`config.mk`:
```
export PLATFORM = sky130hd
export DESIGN_NAME = char_lcd_nibble_writer_top
export DESIGN_NICKNAME = d
export VERILOG_FILES = /design/src/sv/clnw_pkg.sv /design/src/sv/char_lcd_nibble_writer_top.sv /design/src/sv/clnw_front.sv /design/src/sv/clnw_queue.sv /design/src/sv/clnw_back.sv
export SDC_FILE = /design/constraint.sdc
export NUM_CORES = 1
export LEC_CHECK = 0
export BUFFER_PORTS_ARGS = -buffer_cell sky130_fd_sc_hd__buf_4
export CAP_MARGIN = 30
export CORE_ASPECT_RATIO = 0.8
export CORE_UTILIZATION = 30
export DETAILED_ROUTE_END_ITERATION = 7
export GPL_TIMING_DRIVEN = 0
export HOLD_SLACK_MARGIN = 0.08
export SLEW_MARGIN = 40
export SYNTH_ARGS = -nofsm -noshare
export SYNTH_HDL_FRONTEND = slang
export SYNTH_HIERARCHICAL = 1
export SYNTH_SLANG_ARGS = --single-unit
```
`constraint.sdc`:
```
create_clock -name clk_i -period 5.64 [get_ports clk_i]
set_input_delay 1.128 -clock clk_i [delete_from_list [all_inputs] [get_ports clk_i]]
set_output_delay 1.128 -clock clk_i [all_outputs]
set_load 0.02 [all_outputs]
```
`src/sv/clnw_pkg.sv`:
```
// Shared types, codes and constants for the character-LCD nibble writer.
// No dependencies; every other file refers to this package by scoped names.
`timescale 1ns / 1ps

package clnw_pkg;

  // Command codes on the action field
  localparam logic [2:0] ActChar   = 3'd0;
  localparam logic [2:0] ActCursor = 3'd1;
  localparam logic [2:0] ActClear  = 3'd2;
  localparam logic [2:0] ActHome   = 3'd3;
  localparam logic [2:0] ActRaw    = 3'd4;
  localparam logic [2:0] ActInit   = 3'd5;

  // Configuration register indexes
  localparam int unsigned CfgIdxWidth = 2;
  localparam logic [CfgIdxWidth-1:0] CfgDisplayLength = 2'd0;
  localparam logic [CfgIdxWidth-1:0] CfgLineTwoAddr   = 2'd1;

  localparam logic [6:0] DisplayLengthReset = 7'd16;
  localparam logic [6:0] LineTwoAddrReset   = 7'd64;

  // Controller instruction bytes
  localparam logic [7:0] InsFunctionSet     = 8'h38;
  localparam logic [7:0] InsFunctionSet4Bit = 8'h28;
  localparam logic [7:0] InsDisplayOff      = 8'h08;
  localparam logic [7:0] InsDisplayOn       = 8'h0F;
  localparam logic [7:0] InsDisplayClear    = 8'h01;
  localparam logic [7:0] InsEntryMode       = 8'h06;
  localparam logic [7:0] InsCursorHome      = 8'h02;
  localparam logic       InsSetAddressBit   = 1'b1;

  // Latin-1 umlauts and their display codes
  localparam logic [7:0] ChUpperA  = 8'hC4;
  localparam logic [7:0] ChLowerA  = 8'hE4;
  localparam logic [7:0] ChUpperO  = 8'hD6;
  localparam logic [7:0] ChLowerO  = 8'hF6;
  localparam logic [7:0] LcdCodeA  = 8'd225;
  localparam logic [7:0] LcdCodeO  = 8'd239;

  // Delay classes before a strobe
  localparam logic [2:0] Wait1ms   = 3'd0;
  localparam logic [2:0] Wait15ms  = 3'd1;
  localparam logic [2:0] Wait5ms   = 3'd2;
  localparam logic [2:0] Wait100us = 3'd3;
  localparam logic [2:0] Wait2ms   = 3'd4;

  // Sequencer step counts
  localparam int unsigned StepWidth = 4;
  localparam logic [StepWidth-1:0] StepsOneByte = 4'd2;
  localparam logic [StepWidth-1:0] StepsTwoByte = 4'd4;
  localparam logic [StepWidth-1:0] StepsInit    = 4'd12;

  // Command queue between front and back
  localparam int unsigned QueueDepth = 2;
  localparam int unsigned QueuePtrW  = $clog2(QueueDepth);

  typedef struct packed {
    logic [2:0] action;
    logic [7:0] payload;
  } cmd_t;

  typedef struct packed {
    logic       reg_select;
    logic [3:0] nibble;
    logic [2:0] wait_class;
    logic [6:0] cursor_now;
    logic       last_transfer;
  } result_t;

  typedef enum logic {
    KindBytes = 1'b0,
    KindInit  = 1'b1
  } desc_kind_e;

  // One classified command as handed to the back end
  typedef struct packed {
    desc_kind_e kind;
    logic       rs_first;
    logic [7:0] byte_first;
    logic       two_bytes;
    logic [7:0] byte_second;
    logic [6:0] cursor;
  } desc_t;

  typedef struct packed {
    logic [3:0] nibble;
    logic [2:0] wait_class;
  } init_step_t;

  // Power-on sequence, one entry per nibble
  function automatic init_step_t init_step(input logic [StepWidth-1:0] idx);
    init_step_t s;
    s = '{nibble: 4'h0, wait_class: Wait1ms};
    unique case (idx)
      4'd0:    s = '{nibble: InsFunctionSet[7:4], wait_class: Wait15ms};
      4'd1:    s = '{nibble: InsFunctionSet[7:4], wait_class: Wait5ms};
      4'd2:    s = '{nibble: InsFunctionSet[7:4], wait_class: Wait100us};
      4'd3:    s = '{nibble: InsFunctionSet4Bit[7:4], wait_class: Wait1ms};
      4'd4:    s = '{nibble: InsDisplayOff[7:4], wait_class: Wait1ms};
      4'd5:    s = '{nibble: InsDisplayOff[3:0], wait_class: Wait1ms};
      4'd6:    s = '{nibble: InsDisplayClear[7:4], wait_class: Wait2ms};
      4'd7:    s = '{nibble: InsDisplayClear[3:0], wait_class: Wait1ms};
      4'd8:    s = '{nibble: InsEntryMode[7:4], wait_class: Wait2ms};
      4'd9:    s = '{nibble: InsEntryMode[3:0], wait_class: Wait1ms};
      4'd10:   s = '{nibble: InsDisplayOn[7:4], wait_class: Wait2ms};
      4'd11:   s = '{nibble: InsDisplayOn[3:0], wait_class: Wait1ms};
      default: s = '{nibble: 4'h0, wait_class: Wait1ms};
    endcase
    return s;
  endfunction

endpackage

```
`src/sv/char_lcd_nibble_writer_top.sv`:
```
// Top level of the character-LCD nibble writer: front end, descriptor queue
// and nibble sequencer. Depends on clnw_pkg, clnw_front, clnw_queue, clnw_back.
`timescale 1ns / 1ps

// Each command becomes a run of 4-bit transfers, high nibble first, with a
// delay class per transfer: characters give two transfers, or four when the
// line-two jump follows; set cursor, clear, home and raw instructions give
// two; initialize gives twelve. Actions 6 and 7 are accepted and dropped.
// The sequencer delivers one transfer per cycle while pop is held and the
// queue is not empty; a two-entry command queue lets the next commands be
// accepted while a command occupies the result side. Configuration
// writes are always ready and take effect on the next command.
module char_lcd_nibble_writer_top (
  input  logic                              clk_i,
  input  logic                              rst_ni,
  input  logic                              push,
  output logic                              full,
  input  clnw_pkg::cmd_t                    cmd_i,
  output logic                              empty,
  input  logic                              pop,
  output clnw_pkg::result_t                 result_o,
  input  logic                              cfg_valid_i,
  output logic                              cfg_ready_o,
  input  logic [clnw_pkg::CfgIdxWidth-1:0]  cfg_index_i,
  input  logic [6:0]                        cfg_data_i
);

  logic            q_full, q_empty, enq, deq, accepted;
  clnw_pkg::desc_t enq_desc, head_desc;

  assign cfg_ready_o = 1'b1;
  assign full        = q_full;

  clnw_front u_front (
    .clk_i       (clk_i),
    .rst_ni      (rst_ni),
    .push_i      (push),
    .cmd_i       (cmd_i),
    .q_full_i    (q_full),
    .accept_o    (accepted),
    .enq_o       (enq),
    .desc_o      (enq_desc),
    .cfg_valid_i (cfg_valid_i && cfg_ready_o),
    .cfg_index_i (cfg_index_i),
    .cfg_data_i  (cfg_data_i)
  );

  clnw_queue u_queue (
    .clk_i   (clk_i),
    .rst_ni  (rst_ni),
    .enq_i   (enq && accepted),
    .desc_i  (enq_desc),
    .full_o  (q_full),
    .deq_i   (deq),
    .empty_o (q_empty),
    .desc_o  (head_desc)
  );

  clnw_back u_back (
    .clk_i     (clk_i),
    .rst_ni    (rst_ni),
    .q_empty_i (q_empty),
    .desc_i    (head_desc),
    .deq_o     (deq),
    .empty_o   (empty),
    .pop_i     (pop),
    .result_o  (result_o)
  );

endmodule

```
`src/sv/clnw_front.sv`:
```
// Front end: takes commands, tracks the cursor and the configuration registers,
// and turns each command into a descriptor. Depends on clnw_pkg.
`timescale 1ns / 1ps

module clnw_front (
  input  logic                              clk_i,
  input  logic                              rst_ni,
  input  logic                              push_i,
  input  clnw_pkg::cmd_t                    cmd_i,
  input  logic                              q_full_i,
  output logic                              accept_o,
  output logic                              enq_o,
  output clnw_pkg::desc_t                   desc_o,
  input  logic                              cfg_valid_i,
  input  logic [clnw_pkg::CfgIdxWidth-1:0]  cfg_index_i,
  input  logic [6:0]                        cfg_data_i
);

  logic [6:0] cursor_q, cursor_d;
  logic [6:0] disp_len_q, line_two_q;
  logic [6:0] cursor_inc;
  logic       line_hit;
  logic [7:0] char_code;
  logic       valid_action;

  // Configuration registers
  always_ff @(posedge clk_i or negedge rst_ni) begin
    if (!rst_ni) begin
      disp_len_q <= clnw_pkg::DisplayLengthReset;
      line_two_q <= clnw_pkg::LineTwoAddrReset;
    end else if (cfg_valid_i) begin
      if (cfg_index_i == clnw_pkg::CfgDisplayLength) begin
        disp_len_q <= cfg_data_i;
      end else if (cfg_index_i == clnw_pkg::CfgLineTwoAddr) begin
        line_two_q <= cfg_data_i;
      end
    end
  end

  assign accept_o   = push_i && !q_full_i;
  assign cursor_inc = cursor_q + 7'd1;
  assign line_hit   = (cursor_inc == disp_len_q);

  // Map umlauts to the display's character set
  always_comb begin
    priority if (cmd_i.payload == clnw_pkg::ChUpperA || cmd_i.payload == clnw_pkg::ChLowerA)
    begin
      char_code = clnw_pkg::LcdCodeA;
    end else if (cmd_i.payload == clnw_pkg::ChUpperO ||
                 cmd_i.payload == clnw_pkg::ChLowerO) begin
      char_code = clnw_pkg::LcdCodeO;
    end else begin
      char_code = cmd_i.payload;
    end
  end

  // Classify the command and work out the new cursor
  always_comb begin
    cursor_d     = cursor_q;
    valid_action = 1'b1;
    desc_o       = '{kind: clnw_pkg::KindBytes, rs_first: 1'b0, byte_first: 8'h00,
                     two_bytes: 1'b0, byte_second: {clnw_pkg::InsSetAddressBit, line_two_q},
                     cursor: 7'd0};
    unique case (cmd_i.action)
      clnw_pkg::ActChar: begin
        desc_o.rs_first   = 1'b1;
        desc_o.byte_first = char_code;
        desc_o.two_bytes  = line_hit;
        cursor_d          = line_hit ? line_two_q : cursor_inc;
      end
      clnw_pkg::ActCursor: begin
        desc_o.byte_first = {clnw_pkg::InsSetAddressBit, cmd_i.payload[6:0]};
        cursor_d          = cmd_i.payload[6:0];
      end
      clnw_pkg::ActClear: begin
        desc_o.byte_first = clnw_pkg::InsDisplayClear;
        cursor_d          = 7'd0;
      end
      clnw_pkg::ActHome: begin
        desc_o.byte_first = clnw_pkg::InsCursorHome;
        cursor_d          = 7'd0;
      end
      clnw_pkg::ActRaw: begin
        desc_o.byte_first = cmd_i.payload;
      end
      clnw_pkg::ActInit: begin
        desc_o.kind = clnw_pkg::KindInit;
        cursor_d    = 7'd0;
      end
      default: begin
        valid_action = 1'b0;
      end
    endcase
    desc_o.cursor = cursor_d;
  end

  assign enq_o = accept_o && valid_action;

  // Cursor tracking
  always_ff @(posedge clk_i or negedge rst_ni) begin
    if (!rst_ni) begin
      cursor_q <= 7'd0;
    end else if (enq_o) begin
      cursor_q <= cursor_d;
    end
  end

endmodule

```
`src/sv/clnw_queue.sv`:
```
// Short descriptor queue between the front end and the nibble sequencer.
// Depends on clnw_pkg for the descriptor type and depth.
`timescale 1ns / 1ps

module clnw_queue (
  input  logic            clk_i,
  input  logic            rst_ni,
  input  logic            enq_i,
  input  clnw_pkg::desc_t desc_i,
  output logic            full_o,
  input  logic            deq_i,
  output logic            empty_o,
  output clnw_pkg::desc_t desc_o
);

  localparam int unsigned CntW = $clog2(clnw_pkg::QueueDepth + 1);

  clnw_pkg::desc_t                   slots_q [clnw_pkg::QueueDepth];
  logic [clnw_pkg::QueuePtrW-1:0]    wr_ptr_q, rd_ptr_q;
  logic [CntW-1:0]                   count_q;

  assign full_o  = (count_q == CntW'(clnw_pkg::QueueDepth));
  assign empty_o = (count_q == '0);
  assign desc_o  = slots_q[rd_ptr_q];

  // Store incoming descriptors
  always_ff @(posedge clk_i) begin
    if (enq_i) begin
      slots_q[wr_ptr_q] <= desc_i;
    end
  end

  // Advance pointers and occupancy
  always_ff @(posedge clk_i or negedge rst_ni) begin
    if (!rst_ni) begin
      wr_ptr_q <= '0;
      rd_ptr_q <= '0;
      count_q  <= '0;
    end else begin
      if (enq_i) begin
        wr_ptr_q <= (wr_ptr_q == clnw_pkg::QueuePtrW'(clnw_pkg::QueueDepth - 1)) ?
                    '0 : wr_ptr_q + 1'b1;
      end
      if (deq_i) begin
        rd_ptr_q <= (rd_ptr_q == clnw_pkg::QueuePtrW'(clnw_pkg::QueueDepth - 1)) ?
                    '0 : rd_ptr_q + 1'b1;
      end
      unique case ({enq_i, deq_i})
        2'b10:   count_q <= count_q + 1'b1;
        2'b01:   count_q <= count_q - 1'b1;
        default: count_q <= count_q;
      endcase
    end
  end

endmodule

```
`src/sv/clnw_back.sv`:
```
// Back end: steps through the head descriptor into a result register, one
// nibble per cycle while that register is empty or popped. Depends on clnw_pkg.
`timescale 1ns / 1ps

module clnw_back (
  input  logic              clk_i,
  input  logic              rst_ni,
  input  logic              q_empty_i,
  input  clnw_pkg::desc_t   desc_i,
  output logic              deq_o,
  output logic              empty_o,
  input  logic              pop_i,
  output clnw_pkg::result_t result_o
);

  logic [clnw_pkg::StepWidth-1:0] step_q;
  logic [clnw_pkg::StepWidth-1:0] step_count;
  logic                           out_valid_q;
  clnw_pkg::result_t              out_q, nib;
  clnw_pkg::init_step_t           init_s;
  logic [7:0]                     cur_byte;
  logic                           advance, last_step;

  assign init_s = clnw_pkg::init_step(step_q);

  // Build the nibble for the current step
  always_comb begin
    cur_byte = step_q[1] ? desc_i.byte_second : desc_i.byte_first;
    nib.cursor_now = desc_i.cursor;
    unique case (desc_i.kind)
      clnw_pkg::KindInit: begin
        step_count     = clnw_pkg::StepsInit;
        nib.reg_select = 1'b0;
        nib.nibble     = init_s.nibble;
        nib.wait_class = init_s.wait_class;
      end
      default: begin
        step_count     = desc_i.two_bytes ? clnw_pkg::StepsTwoByte : clnw_pkg::StepsOneByte;
        nib.reg_select = step_q[1] ? 1'b0 : desc_i.rs_first;
        nib.nibble     = step_q[0] ? cur_byte[3:0] : cur_byte[7:4];
        nib.wait_class = clnw_pkg::Wait1ms;
      end
    endcase
    last_step         = (step_q == step_count - 1'b1);
    nib.last_transfer = last_step;
  end

  assign advance  = !q_empty_i && (!out_valid_q || pop_i);
  assign deq_o    = advance && last_step;
  assign empty_o  = !out_valid_q;
  assign result_o = out_q;

  // Hold the result until popped
  always_ff @(posedge clk_i) begin
    if (advance) begin
      out_q <= nib;
    end
  end

  // Step counter and result valid
  always_ff @(posedge clk_i or negedge rst_ni) begin
    if (!rst_ni) begin
      step_q      <= '0;
      out_valid_q <= 1'b0;
    end else begin
      if (advance) begin
        step_q      <= last_step ? '0 : step_q + 1'b1;
        out_valid_q <= 1'b1;
      end else if (pop_i) begin
        out_valid_q <= 1'b0;
      end
    end
  end

endmodule
```
# [After elaboration in Yosys (flattened, before gate mapping)]
# Memories as Yosys holds them, arrays and structs flattened.
# Cells that the tools add are included.
[classes] bitwise_logic=1 reduce_logical=21 n_eq_ne=15 mux=22 add_sub_neg=7
[ops] op="one-hot mux 8 bit (5 select lines)" count=1
[ops] op="equality test 8 bit (second input constant)" count=4
[ops] op="2-to-1 mux 8 bit" count=3
[ops] op="one-hot mux 7 bit (3 select lines)" count=1
[ops] op="2-to-1 mux 7 bit" count=2
[ops] op="2-to-1 mux 4 bit" count=3
[ops] op="2-to-1 mux 1 bit" count=10
[ops] op="adder 7 x 1 -> 7 bit (second input constant)" count=1
[ops] op="equality test 7 bit" count=1
[ops] op="equality test 3 x 2 -> 1 bit (second input constant)" count=2
[ops] op="equality test 3 bit (second input constant)" count=2
[ops] op="OR reduction 6 bit" count=1
[ops] op="logical AND 1 bit" count=5
[ops] op="adder 4 x 1 -> 4 bit (second input constant)" count=1
[ops] op="equality test 2 x 1 -> 1 bit (second input constant)" count=2
[ops] op="equality test 2 bit (second input constant)" count=2
[ops] op="equality test 4 bit" count=1
[ops] op="logical NOT 2 bit" count=2
[ops] op="one-hot mux 2 bit (2 select lines)" count=1
[ops] op="nonzero test 2 bit" count=2
[ops] op="subtractor 4 x 1 -> 4 bit (second input constant)" count=1
[ops] op="equality test 3 x 1 -> 1 bit (second input constant)" count=1
[ops] op="logical NOT 1 bit" count=3
[ops] op="logical NOT 3 bit" count=1
[ops] op="other kinds (10)" count=13
[word_totals] n_memories=2 in_bits=25 wordCells=81 ff_bits=46 out_inout_bits=19 mem_bits_ro=112 mem_bits_rw=50
[memory_table] memory="(no name shown)" words=16 word_bits=7 rd=1 rd_ports_with_merged_regs=0 wr=0 line_no="clnw_pkg.sv:95" text="unique case (idx)"
[memory_table] memory="u_queue.slots_q" words=2 word_bits=25 rd=1 rd_ports_with_merged_regs=0 wr=1 line_no="clnw_queue.sv:18" text="clnw_pkg::desc_t slots_q [clnw_pkg::QueueDepth];"

# [Depth between registers and ports, before layout]
# Gate-level depths: netlist of the first run.
# An unclocked memory read counts as a cell.
[depth] word_depth=8 mapped_depth=10 mapped_depth_nobuf=8

# [Hierarchy]
# Netlist of the first run, hierarchy kept.
[modules_own_cells] mod="clnw_queue" area_each_um2=2160.8 cells_each=97 n_inst=1 seq_area_each_um2=1661.6
[modules_own_cells] mod="clnw_front" area_each_um2=1584.0 cells_each=173 n_inst=1 seq_area_each_um2=528.0
[modules_own_cells] mod="clnw_back" area_each_um2=1113.6 cells_each=85 n_inst=1 seq_area_each_um2=605.6
[modules_own_cells] mod="char_lcd_nibble_writer_top" area_each_um2=17.5 cells_each=3 n_inst=1 seq_area_each_um2=0.0

# [Least setup slack after synthesis of the first run]
# OpenSTA, ideal clock, no wires.
[synth_path] kind="input port to flip-flop" start="input port cmd_i[10] in the netlist's numbering" end="memory u_queue/slots_q[0][0] in the netlist's numbering, enable pin" setup_ps=409 arrival_time_ps=2925 slack_ps=2306 required_ps=5231 cell_stages=6 cell_sequence="clkbuf_1 and2_1 nor3_1 and2_1 inv_1 nor2_1"
[synth_via] elab_chain_len=7 elab_cells_between_ends=12 cone_classes="eq/ne (5); mux (3); reduce/logical (4)"
[synth_lines] element="start, declared" line_no="char_lcd_nibble_writer_top.sv:18" text="input clnw_pkg::cmd_t cmd_i,"
[synth_lines] element="equality test 3 bit, or another cell as far along" line_no="clnw_front.sv:64" text="unique case (cmd_i.action)"
[synth_lines] element="OR reduction 6 bit (no source line) (*)"
[synth_lines] element="2-to-1 mux 1 bit (*)" line_no="clnw_front.sv:64"
[synth_lines] element="logical AND 1 bit (*)" line_no="clnw_front.sv:97" text="assign enq_o = accept_o && valid_action;"
[synth_lines] element="net enq" line_no="char_lcd_nibble_writer_top.sv:28" text="logic q_full, q_empty, enq, deq, accepted;"
[synth_lines] element="logical AND 1 bit (*)" line_no="char_lcd_nibble_writer_top.sv:51" text=".enq_i (enq && accepted),"
[synth_lines] element="2-to-1 mux 1 bit (*)" line_no="clnw_queue.sv:28" text="if (enq_i) begin"
[synth_lines] element="2-to-1 mux 1 bit (implied by the code) (*)" line_no="clnw_queue.sv:29" text="slots_q[wr_ptr_q] <= desc_i;"
[synth_lines] element="end, declared" line_no="clnw_queue.sv:18"
# The timed path passes the listed nets; every way through them passes the cells marked *.

==> results of run 1 <==
-- kinds of logic (layout without fill, tap and decap cells) --
logic type               Yosys count  count (layout)
AND/OR/NAND/NOR                  102             102
flip-flops                        98              98
multiplexers                      49              49
AO/OA/AOI/OAI                     43              43
buffers and inverters             32              88
XOR/XNOR                          25              25
adder cells (fa/ha/maj)            7               7
other                              2               2
-- placed cells by master (no fill, tap or decap), types with 4 or more instances in the layout --
cell type,instances
a21oi_1,5
a31oi_1,5
a41oi_1,4
and2_1,5
and3_1,4
buf_4,41
clkbuf_1,9
clkbuf_16,9
dfrtp_1,28
edfxtp_1,68
ha_1,7
inv_1,13
inv_6,4
mux2_2,21
mux2_4,19
mux2i_1,6
nand2_1,30
nand3_1,5
nand4_1,7
nor2_1,23
o311ai_1,5
or4_4,4
xnor2_1,17
xor2_1,8
-- per-layer routing --
metal	track usage, %	part of all wire (%)
met1	18.6	49
met2	19.8	45
met3	3.72	5.2
met4	3.16	0.45
met5	0	0
-- sequential cells by signal (all words and copies together), names as in the netlist --
name and cells:
u_queue/count_q 2, u_front/cursor_q 7, u_front/line_two_q 7, u_queue/rd_ptr_q 1, u_back/out_valid_q 1, u_queue/slots_q 52
u_back/step_q 4, u_queue/wr_ptr_q 1, u_back/result_o 16, u_front/disp_len_q 7
-- stage by stage --
| stage | cell area, µm² | setup WS, ps |
|---|---|---|
| 3_5_place_dp | 5470 | 2290 |
| 6_report | 5750 | 2670 |
| 2_1_floorplan | 4880 | 2310 |
| 4_1_cts | 5750 | 2660 |
| 5_1_grt | 5750 | 2550 |
| 3_3_place_gp | 5440 | 1560 |
-- worst paths after layout --
kind | slack [ps] | endpoint
worst max-delay path | 2670 | u_queue/slots_q[0][1]$_DFFE_PP_
worst min-delay path | 490 | u_queue/count_q[1]$_DFFE_PN0P_
worst max register to register | 2860 | u_queue/slots_q[0][1]$_DFFE_PP_
worst min register to register | 490 | u_queue/count_q[1]$_DFFE_PN0P_
max in group asynchronous | 4590 | u_front/line_two_q[6]$_DFFE_PN1P_
min in group asynchronous | 720 | u_front/disp_len_q[3]$_DFFE_PN0P_
-- power breakdown --
group	leakage, nW	switching [mW]	total [mW]	internal [mW]
Sequential	0.981	0.124	1.10	0.976
Clock	0.134	0.278	0.583	0.305
Combinational	1.08	0.542	1.01	0.463
Total	2.19	0.943	2.69	1.74
-- critical path, stage by stage --
cell and delay [ps]:
clkbuf_1 190, or3_1 490, inv_1 150, clkbuf_1 460
nand2_1 130, or4_4 440, nand4_1 140
-- cell type report --
type / instances / area [µm²]
inverter: 13 / 48.8
multi-input combinational: 228 / 1900
clock buffer: 10 / 229
sequential: 98 / 2800
timing repair buffer: 40 / 308
buffer: 19 / 154
clock inverter: 6 / 47.5
fill: 1528 / 10100
tap: 215 / 269
==> impl_results.md, run 1 <==
* Horiz. Die Dim at 145 µm
* Nets@finish at between 400 and 500
* Final Slew Violations at 0
* Port bufs at 39
* CTS tree: yes
* Post-detailed-route wirelength per cell at 16.1 µm
* Number of synthesis warnings at 6
* Peak supply drop at 0.169 mV
* Area of the core at 15900 µm²
* Crit path launch type: input pin
* Drt first pass iters at 5
* Clk sinks at 98
* Dpl hpwl at roughly 7.5 mm
* Synth Area in XOR/XNOR at 4.49%
* Post-Synth Adder-Cell Area at 1.80%
* Area growth syn-to-layout at 17.9%
* Max Clk Rate at 337 MHz
* Cell variety after synth at between 50 and 60
* Worst-Skew Late Latency at 340 ps
* Post-Syn Instances at 358
* Syn Nets at 390
* Vias in the first global route at 2960
* Worst min-delay path startpoint: u_queue/count_q[1]$_DFFE_PN0P_
* Detail Route Antenna Nets at 0
* Max-cap violations at 0
* Share of cells above drive strength 1 at 30.2%
* Fin crit share at 52.6%
* Reg-to-reg critical path startpoint: u_front/cursor_q[0]$_DFFE_PN0P_
* Num rows at 41
* Worst-path fanout max at 11
* Initial antenna violation count at 0
* Total wire length at roughly 10 mm
* Leakage at 2.19 nW
* Critical Path End Type: register
* Async SR Flop Fraction at 30.6%
* Hold crit path type: reg -> reg
* WS Path Type: in -> reg
* First-iteration detailed-routing DRC count at between 200 and 250
* Required time worst endpoint at a little under 6000 ps
* WHS at between 400 and 500 ps
* Final GP Congestion at 0.870
* Relative slew margins at 45.2%
* Top-count cell post-synth: edfxtp_1
* Sequential area share after synthesis at 57.3%
* Largest family of logic cells by synthesized area: multiplexers
* Synth area leader: edfxtp_1
* Post-cts sizing count at 0
* Post-synth top flop: edfxtp_1
* Util after Layout at 36.3%
* Power density over the cells at 468 nW/µm²
* Ports at 44
* Flops & latches, synth at between 90 and 100
* Compound-Gate Fraction of Synth Area at 7.24%
* CP arrival at 3150 ps
* CP Launch Point: cmd_i[9]
* Mux cell area share after synthesis at 13.5%
* RSZ-0062 raised after global routing: false
* R2R depth at 7
* Clock skew at 10.2 ps
* Cell Area, Synth at 4880 µm²
* Height of the die at 116 µm
* Longest Clk Path Bufs at 2
* Total chip power at 2.69 mW
* Syn_area_per_cell at 13.6 µm²
* Final Critical Period at 2970 ps
* Outcome: complete, no violations
* Vias per cell at roughly 4.8
* CTS Buf Count at 9
* Congestion Overflow GR at 0
* Drc violations at 0
* Hold depth at 1
* Cell Count, Final, Fillers Out at ~630
* ANT cells at 0
* Largest net degree at the start of global routing at 31
* Post-Synth Simple-Gate Area at a little under an eighth
* Clk slew on worst S/H paths at ~70 ps
* Post-CTS Hold Fix Bufs at 0
* Post-CTS setup buffer count at 0
* Hold Vio Cnt, Final at 0
* Initial core utilization at 30.8%
* EDFF count, synth at just under 70
* Sum of negative setup slack at 0 ps
* Root buf cell: clkbuf_16
* Die area at ~17000 µm²
* Post-synth top cells: edfxtp_1, nand2_1, dfrtp_1
* Final setup viols at 0
* Top post-synthesis cells by area: edfxtp_1, dfrtp_1, mux2_4
* Vias at approximately 3000
* Tot GR Track Use at 13.2%
* Yosys top cell area share at between 40% and 50%
* H-tree depth at 3
* Worst-margin pin slew at 821 ps
* Placed insts at 613
* Global-route wire length before repair at approximately 16 mm
Power figures use the tool's default switching activity.
==> run 2, diff against run 1 <==
==> constraint.sdc (replaced) <==
create_clock -name clk_i -period 2.9 [get_ports clk_i]
set_input_delay 0.58 -clock clk_i [delete_from_list [all_inputs] [get_ports clk_i]]
set_output_delay 0.58 -clock clk_i [all_outputs]
set_load 0.02 [all_outputs]
==> impl_results.md, run 2 (same netlist as run 1, synthesis figures left out) <==
* Max Clk Rate at 364 MHz
* Final GP Congestion at 0.870 (unchanged)
* Peak supply drop at 0.326 mV (was 0.169 mV)
* Clock skew at 10.9 ps (was 10.2 ps)
* Clk sinks at 98 (unchanged)
* CTS Buf Count at 9 (unchanged)
* Final Slew Violations at 0 (unchanged)
* Final setup viols at 0 (unchanged)
* Fin crit share at 94.7%
* Vias at 3016 (was 3012)
* Post-CTS Hold Fix Bufs at 0 (unchanged)
* Detail Route Antenna Nets at 0 (unchanged)
* Worst-margin pin slew at 811 ps (was 821 ps)
* Clock share of power at 21.6% (was 21.7%)
* Worst-Skew Late Latency at 350 ps (was 340 ps)
* Relative slew margins at 45.8% (was 45.2%)
* Reg-to-reg slack, setup at 150 ps (was 2860 ps)
* Largest net degree at the start of global routing at 31 (unchanged)
* RSZ-0062 raised after global routing: false (unchanged)
* Comb power frac at 37.7% (was 37.4%)
* Worst reg2reg endpoint: u_queue/slots_q[0][0]$_DFFE_PP_ (was u_queue/slots_q[0][1]$_DFFE_PP_)
* Nets@finish at 441 (unchanged)
* Reg-to-reg critical path startpoint: u_front/cursor_q[0]$_DFFE_PN0P_ (unchanged)
* Power density over the cells at 910 nW/µm² (was 468 nW/µm²)
* Hold crit path type: in -> async (was reg -> reg)
* Max-cap violations at 0 (unchanged)
* Leakage at 2.19 nW (about the same)
* Congestion Overflow GR at 0 (unchanged)
* Die area at 16800 µm² (unchanged)
* H-tree depth at 3 (unchanged)
* Largest Register: u_queue/slots_q (unchanged)
* R2R depth at 6 (was 7)
* Hold Vio Cnt, Final at 0 (unchanged)
* Initial core utilization at 30.8% (unchanged)
* Root buf cell: clkbuf_16 (unchanged)
* CP Launch Point: u_front/cursor_q[0]$_DFFE_PN0P_ (was cmd_i[9])
* Post-detailed-route wirelength per cell at 16.1 µm (about the same)
* Dpl hpwl at 7.47 mm (unchanged)
* CTS tree: yes (unchanged)
* WS Path Type: reg -> reg (was in -> reg)
* First-iteration detailed-routing DRC count at 205 (was 210)
* CP arrival at 2800 ps (was 3150 ps)
* Outcome: complete, no violations (unchanged)
* Total wire length at 10.1 mm (about the same)
* Clk slew on worst S/H paths at 70 ps (about the same)
* Port bufs at 39 (unchanged)
* Most common cell after layout, fill and taps aside: edfxtp_1 (unchanged)
* Required time worst endpoint at 2950 ps (was 5820 ps)
* Total chip power at 5.25 mW (was 2.69 mW)
* Sequential fraction of design power at 40.7% (was 40.9%)
* Longest Clk Path Bufs at 2 (unchanged)
* Height of the die at 116 µm (unchanged)
* Ports at 44 (unchanged)
* Vias in the first global route at 2960 (unchanged)
* Initial antenna violation count at 0 (unchanged)
* Global-route wire length before repair at 16.2 mm (unchanged)
* Num rows at 41 (unchanged)
* Fill cells at 1525 (was 1528)
* Area growth syn-to-layout at 18.3% (was 17.9%)
* Critical Path End Type: register (unchanged)
* Vias per cell at 4.79 (about the same)
* Pint at 3.40 mW (was 1.74 mW)
* Share of cells above drive strength 1 at 30.9% (was 30.2%)
* Tot GR Track Use at 13.2% (unchanged)
* Area of the core at 15900 µm² (unchanged)
* Crit path launch type: register (was input pin)
* Worst Setup EP: u_queue/slots_q[0][0]$_DFFE_PP_ (was u_queue/slots_q[0][1]$_DFFE_PP_)
* Drc violations at 0 (unchanged)
* ANT cells at 0 (unchanged)
* WHS at 171 ps (was 490 ps)
* Commonest cells after routing, fill and taps aside: edfxtp_1, buf_4, nand2_1, dfrtp_1, nor2_1 (unchanged)
* Net switching power at 1.85 mW (was 0.943 mW)
* Horiz. Die Dim at 145 µm (unchanged)
* Largest register FFs at 52 (unchanged)
* Final Critical Period at 2750 ps
* Drt first pass iters at 4 (was 5)
* Worst-path fanout max at 6 (was 11)
* Switching Fraction at 35.3% (was 35.1%)
* Sum of negative setup slack at 0 ps (unchanged)
[run 2: cell counts in the layout (fill, tap and decap cells not counted)]
No cell type changed its count.
[run 2: worst max-delay path, stage by stage, from the launching register on]
cell and delay (ps):
dfrtp_1 470, ha_1 390, xnor2_1 170, nand2_1 90, nor4_1 570, a31oi_1 160, o31ai_1 610
[run 2: stage by stage]
step | util (%) | instance area [µm²] | setup WS, ps | std cells
after floorplan | - | 4880 | 114 | 358
after global placement | 34.3 | 5440 | -636 | 612
after detailed placement | 34.5 | 5470 | 98.3 | 613
after CTS | 36.3 | 5750 | 94.5 | 629
after global routing | 36.4 | 5770 | 8.00 | 629
final | 36.4 | 5770 | 155 | 629
[run 2: power groups by stage]
stage,clock (mW),sequential (mW),combinational [mW]
finish,1.13,2.14,1.98
floorplan,0,2.21,1.34
detailed placement,0,2.17,1.97
CTS,1.16,2.14,1.98
global placement,0,2.16,1.93
global route,1.23,2.18,2.17
[run 2: worst min-delay path by stage]
stage / slack, ps / to / depth (start not counted)
2_1_floorplan: 280 / u_back/out_valid_q$_DFFE_PN0P_ / 0
3_3_place_gp: 470 / u_queue/wr_ptr_q$_DFFE_PN0P_ / 1
3_5_place_dp: 480 / u_queue/count_q[1]$_DFFE_PN0P_ / 1
4_1_cts: 170 / u_front/cursor_q[6]$_DFFE_PN0P_ / 1
5_1_grt: 180 / u_front/cursor_q[6]$_DFFE_PN0P_ / 1
6_report: 170 / u_front/disp_len_q[3]$_DFFE_PN0P_ / 1
[run 2: layer usage]
layer / routed length [µm] / part of all wire, % / up-vias / global-route usage, %
met5: 0 / 0 / - / 0
li1: - / - / 1441 / -
met1: 4970 / 49 / 1489 / 18.6
met2: 4570 / 45 / 81 / 19.8
met3: 541 / 5.3 / 5 / 3.72
met4: 55 / 0.54 / 0 / 3.16
[run 2: area by class of cell]
class	instances	area, µm²	share of cell area (%)
sequential	98	2800	48.4
clock buffer	10	229	3.97
tap	215	269	4.66
timing repair buffer	40	308	5.34
inverter	13	48.8	0.846
clock inverter	6	47.5	0.824
buffer	19	154	2.67
multi-input combinational	228	1920	33.2
[run 2: what timing repair did]
action                                  4_1_cts  5_1_grt
setup buffers                                 0        0
endpoints found under the setup margin        0        5
gates resized for setup                       0        3
==> run 3, diff against run 2 <==
--- a/config.mk
+++ b/config.mk
@@ -8,6 +8,7 @@
 export BUFFER_PORTS_ARGS = -buffer_cell sky130_fd_sc_hd__buf_4
 export CAP_MARGIN = 30
 export CORE_ASPECT_RATIO = 0.8
+export CORE_MARGIN = 5
 export CORE_UTILIZATION = 30
 export DETAILED_ROUTE_END_ITERATION = 7
 export GPL_TIMING_DRIVEN = 0
==> impl_results.md, run 3 (same netlist as run 1, synthesis figures left out) <==
* Outcome: complete, no violations (unchanged)
* Post-cts sizing count at 0 (unchanged)
* Met2 GRT Util at 17.5% (was 19.8%)
* Area of the multi-input gates at 1920 µm² (about the same)
* Commonest cells after routing, fill and taps aside: edfxtp_1, buf_4, nand2_1, dfrtp_1, nor2_1 (unchanged)
* Post-CTS Hold Fix Bufs at 0 (unchanged)
* Final Slew Violations at 0 (unchanged)
* Max-cap violations at 0 (unchanged)
* Initial core utilization at 30.8% (unchanged)
* Clk sinks at 98 (unchanged)
* Drc violations at 0 (unchanged)
* First-iteration detailed-routing DRC count at 270 (was 205)
* Most common cell after layout, fill and taps aside: edfxtp_1 (unchanged)
* Vias per cell at 4.85 (was 4.79)
* Leakage at 2.20 nW (was 2.19 nW)
* Largest Register: u_queue/slots_q (unchanged)
* Ports at 44 (unchanged)
* Initial antenna violation count at 1 (was 0)
* Nets@finish at 441 (unchanged)
* Relative slew margins at 52.0% (was 45.8%)
* Vias at 3052 (was 3016)
* Area growth syn-to-layout at 19.1% (was 18.3%)
* DP Worst Slack at 118 ps (was 98.3 ps)
* Largest register FFs at 52 (unchanged)
* Power density over the cells at 919 nW/µm² (was 910 nW/µm²)
* Longest Clk Path Bufs at 2 (unchanged)
* Worst-path fanout max at 10 (was 6)
* Met3 Use GR at 3.68% (was 3.72%)
* Global-route wire length before repair at 16.3 mm (was 16.2 mm)
* Util after Layout at 36.6% (was 36.4%)
* Crit path launch type: register (unchanged)
* Worst-margin pin slew at 719 ps (was 811 ps)
* Tot GR Track Use at 11.1% (was 13.2%)
* Total chip power at 5.34 mW (was 5.25 mW)
* Total wire length at 10.3 mm (was 10.1 mm)
* WHS at 177 ps (was 171 ps)
* Dpl hpwl at 7.52 mm (was 7.47 mm)
* Detail Route Antenna Nets at 0 (unchanged)
* Max Clk Rate at 367 MHz (was 364 MHz)
* ANT cells at 0 (unchanged)
* Grt peak-use layer: met2 (unchanged)
* Setup slack after layout at 178 ps (was 155 ps)
* Vias in the first global route at 3077 (was 2960)
* Hold crit path type: in -> async (unchanged)
* WS Path Type: reg -> reg (unchanged)
* GR Util met1 at 14.6% (was 18.6%)
* Required time worst endpoint at 3170 ps (was 2950 ps)
* Largest net degree at the start of global routing at 31 (unchanged)
* Hold Vio Cnt, Final at 0 (unchanged)
* Die area at 18900 µm² (was 16800 µm²)
* Final setup viols at 0 (unchanged)
* Share of cells above drive strength 1 at 30.9% (unchanged)
* CP arrival at 3000 ps (was 2800 ps)
* CTS tree: yes (unchanged)
* Peak supply drop at 0.283 mV (was 0.326 mV)
* Final Critical Period at 2720 ps (was 2750 ps)
* Drt first pass iters at 5 (was 4)
* Height of the die at 124 µm (was 116 µm)
* Congestion Overflow GR at 0 (unchanged)
* Register Area at 2800 µm² (unchanged)
* Critical Path End Type: register (unchanged)
* Horiz. Die Dim at 153 µm (was 145 µm)
* H-tree depth at 3 (unchanged)
* Clock skew at 7.22 ps (was 10.9 ps)
* Worst-Skew Late Latency at 350 ps (about the same)
* Post-CTS setup buffer count at 0 (unchanged)
* Post-detailed-route wirelength per cell at 16.3 µm (was 16.1 µm)
* Num rows at 41 (unchanged)
* Clk slew on worst S/H paths at 70 ps (about the same)
* RSZ-0062 raised after global routing: false (unchanged)
* Fin crit share at 93.9% (was 94.7%)
* Root buf cell: clkbuf_16 (unchanged)
* Fill cells at 1542 (was 1525)
* Sum of negative setup slack at 0 ps (unchanged)
* Area of the core at 15900 µm² (unchanged)
* Port bufs at 39 (unchanged)
* CTS Buf Count at 9 (unchanged)
* Final GP Congestion at 0.910 (was 0.870)
==> run 3: changes by cell type in the layout (fill, tap and decap cells not counted), sizes merged <==
cell / delta
bufinv: +1
clkinv: -1
clkinvlp: +1
clkbuf: -1
==> run 3: worst paths after layout <==
| kind | to | cells past startpoint | startpoint | slack (ps) |
|---|---|---|---|---|
| hold / removal | u_front/cursor_q[2]$_DFFE_PN0P_ | 1 | rst_ni | 180 |
| min in group clk_i | u_back/out_valid_q$_DFFE_PN0P_ | 2 | pop | 420 |
| max in group asynchronous | u_front/line_two_q[6]$_DFFE_PN1P_ | 1 | rst_ni | 2390 |
| hold reg to reg | u_queue/count_q[1]$_DFFE_PN0P_ | 1 | u_queue/count_q[1]$_DFFE_PN0P_ | 500 |
| setup / recovery | u_queue/count_q[1]$_DFFE_PN0P_ | 9 | u_queue/rd_ptr_q$_DFFE_PN0P_ | 180 |
| setup reg to reg | u_queue/count_q[1]$_DFFE_PN0P_ | 9 | u_queue/rd_ptr_q$_DFFE_PN0P_ | 180 |
==> run 3: cell type report <==
| cell class | instances | area share, % |
|---|---|---|
| Tap cell | 215 | 4.63 |
| Multi-Input combinational cell | 228 | 33.1 |
| Buffer | 19 | 2.65 |
| Clock inverter | 7 | 1.42 |
| Clock buffer | 9 | 3.88 |
| Inverter | 13 | 0.840 |
| Timing Repair Buffer | 40 | 5.30 |
| Sequential cell | 98 | 48.1 |
==> run 3: per-layer routing <==
metal  up-vias  part of all wire [%]
met5         -                 0.068
met4         2                   1.0
met3        14                   7.5
met2       109                    47
met1      1483                    45
li1       1444                     -
==> run 3: per-stage QoR <==
step / instance area, µm² / cells
detailed placement: 5470 / 613
CTS: 5780 / 629
global placement: 5440 / 612
finish: 5810 / 629
floorplan: 4880 / 358
global route: 5810 / 629
==> run 3: critical path: stages, from the launching register on <==
cell	delay (ps)
dfrtp_1	340
buf_6	160
mux2_2	370
buf_12	150
nor4bb_2	300
a311oi_2	100
nor4_1	560
ha_1	370
nor2_1	140
xor2_1	150
==> run 3: report_power, final <==
part	total (mW)	internal [mW]	switching (mW)
combinational	1.97	0.905	1.07
sequential	2.14	1.90	0.237
clock	1.23	0.684	0.545
total	5.34	3.49	1.85
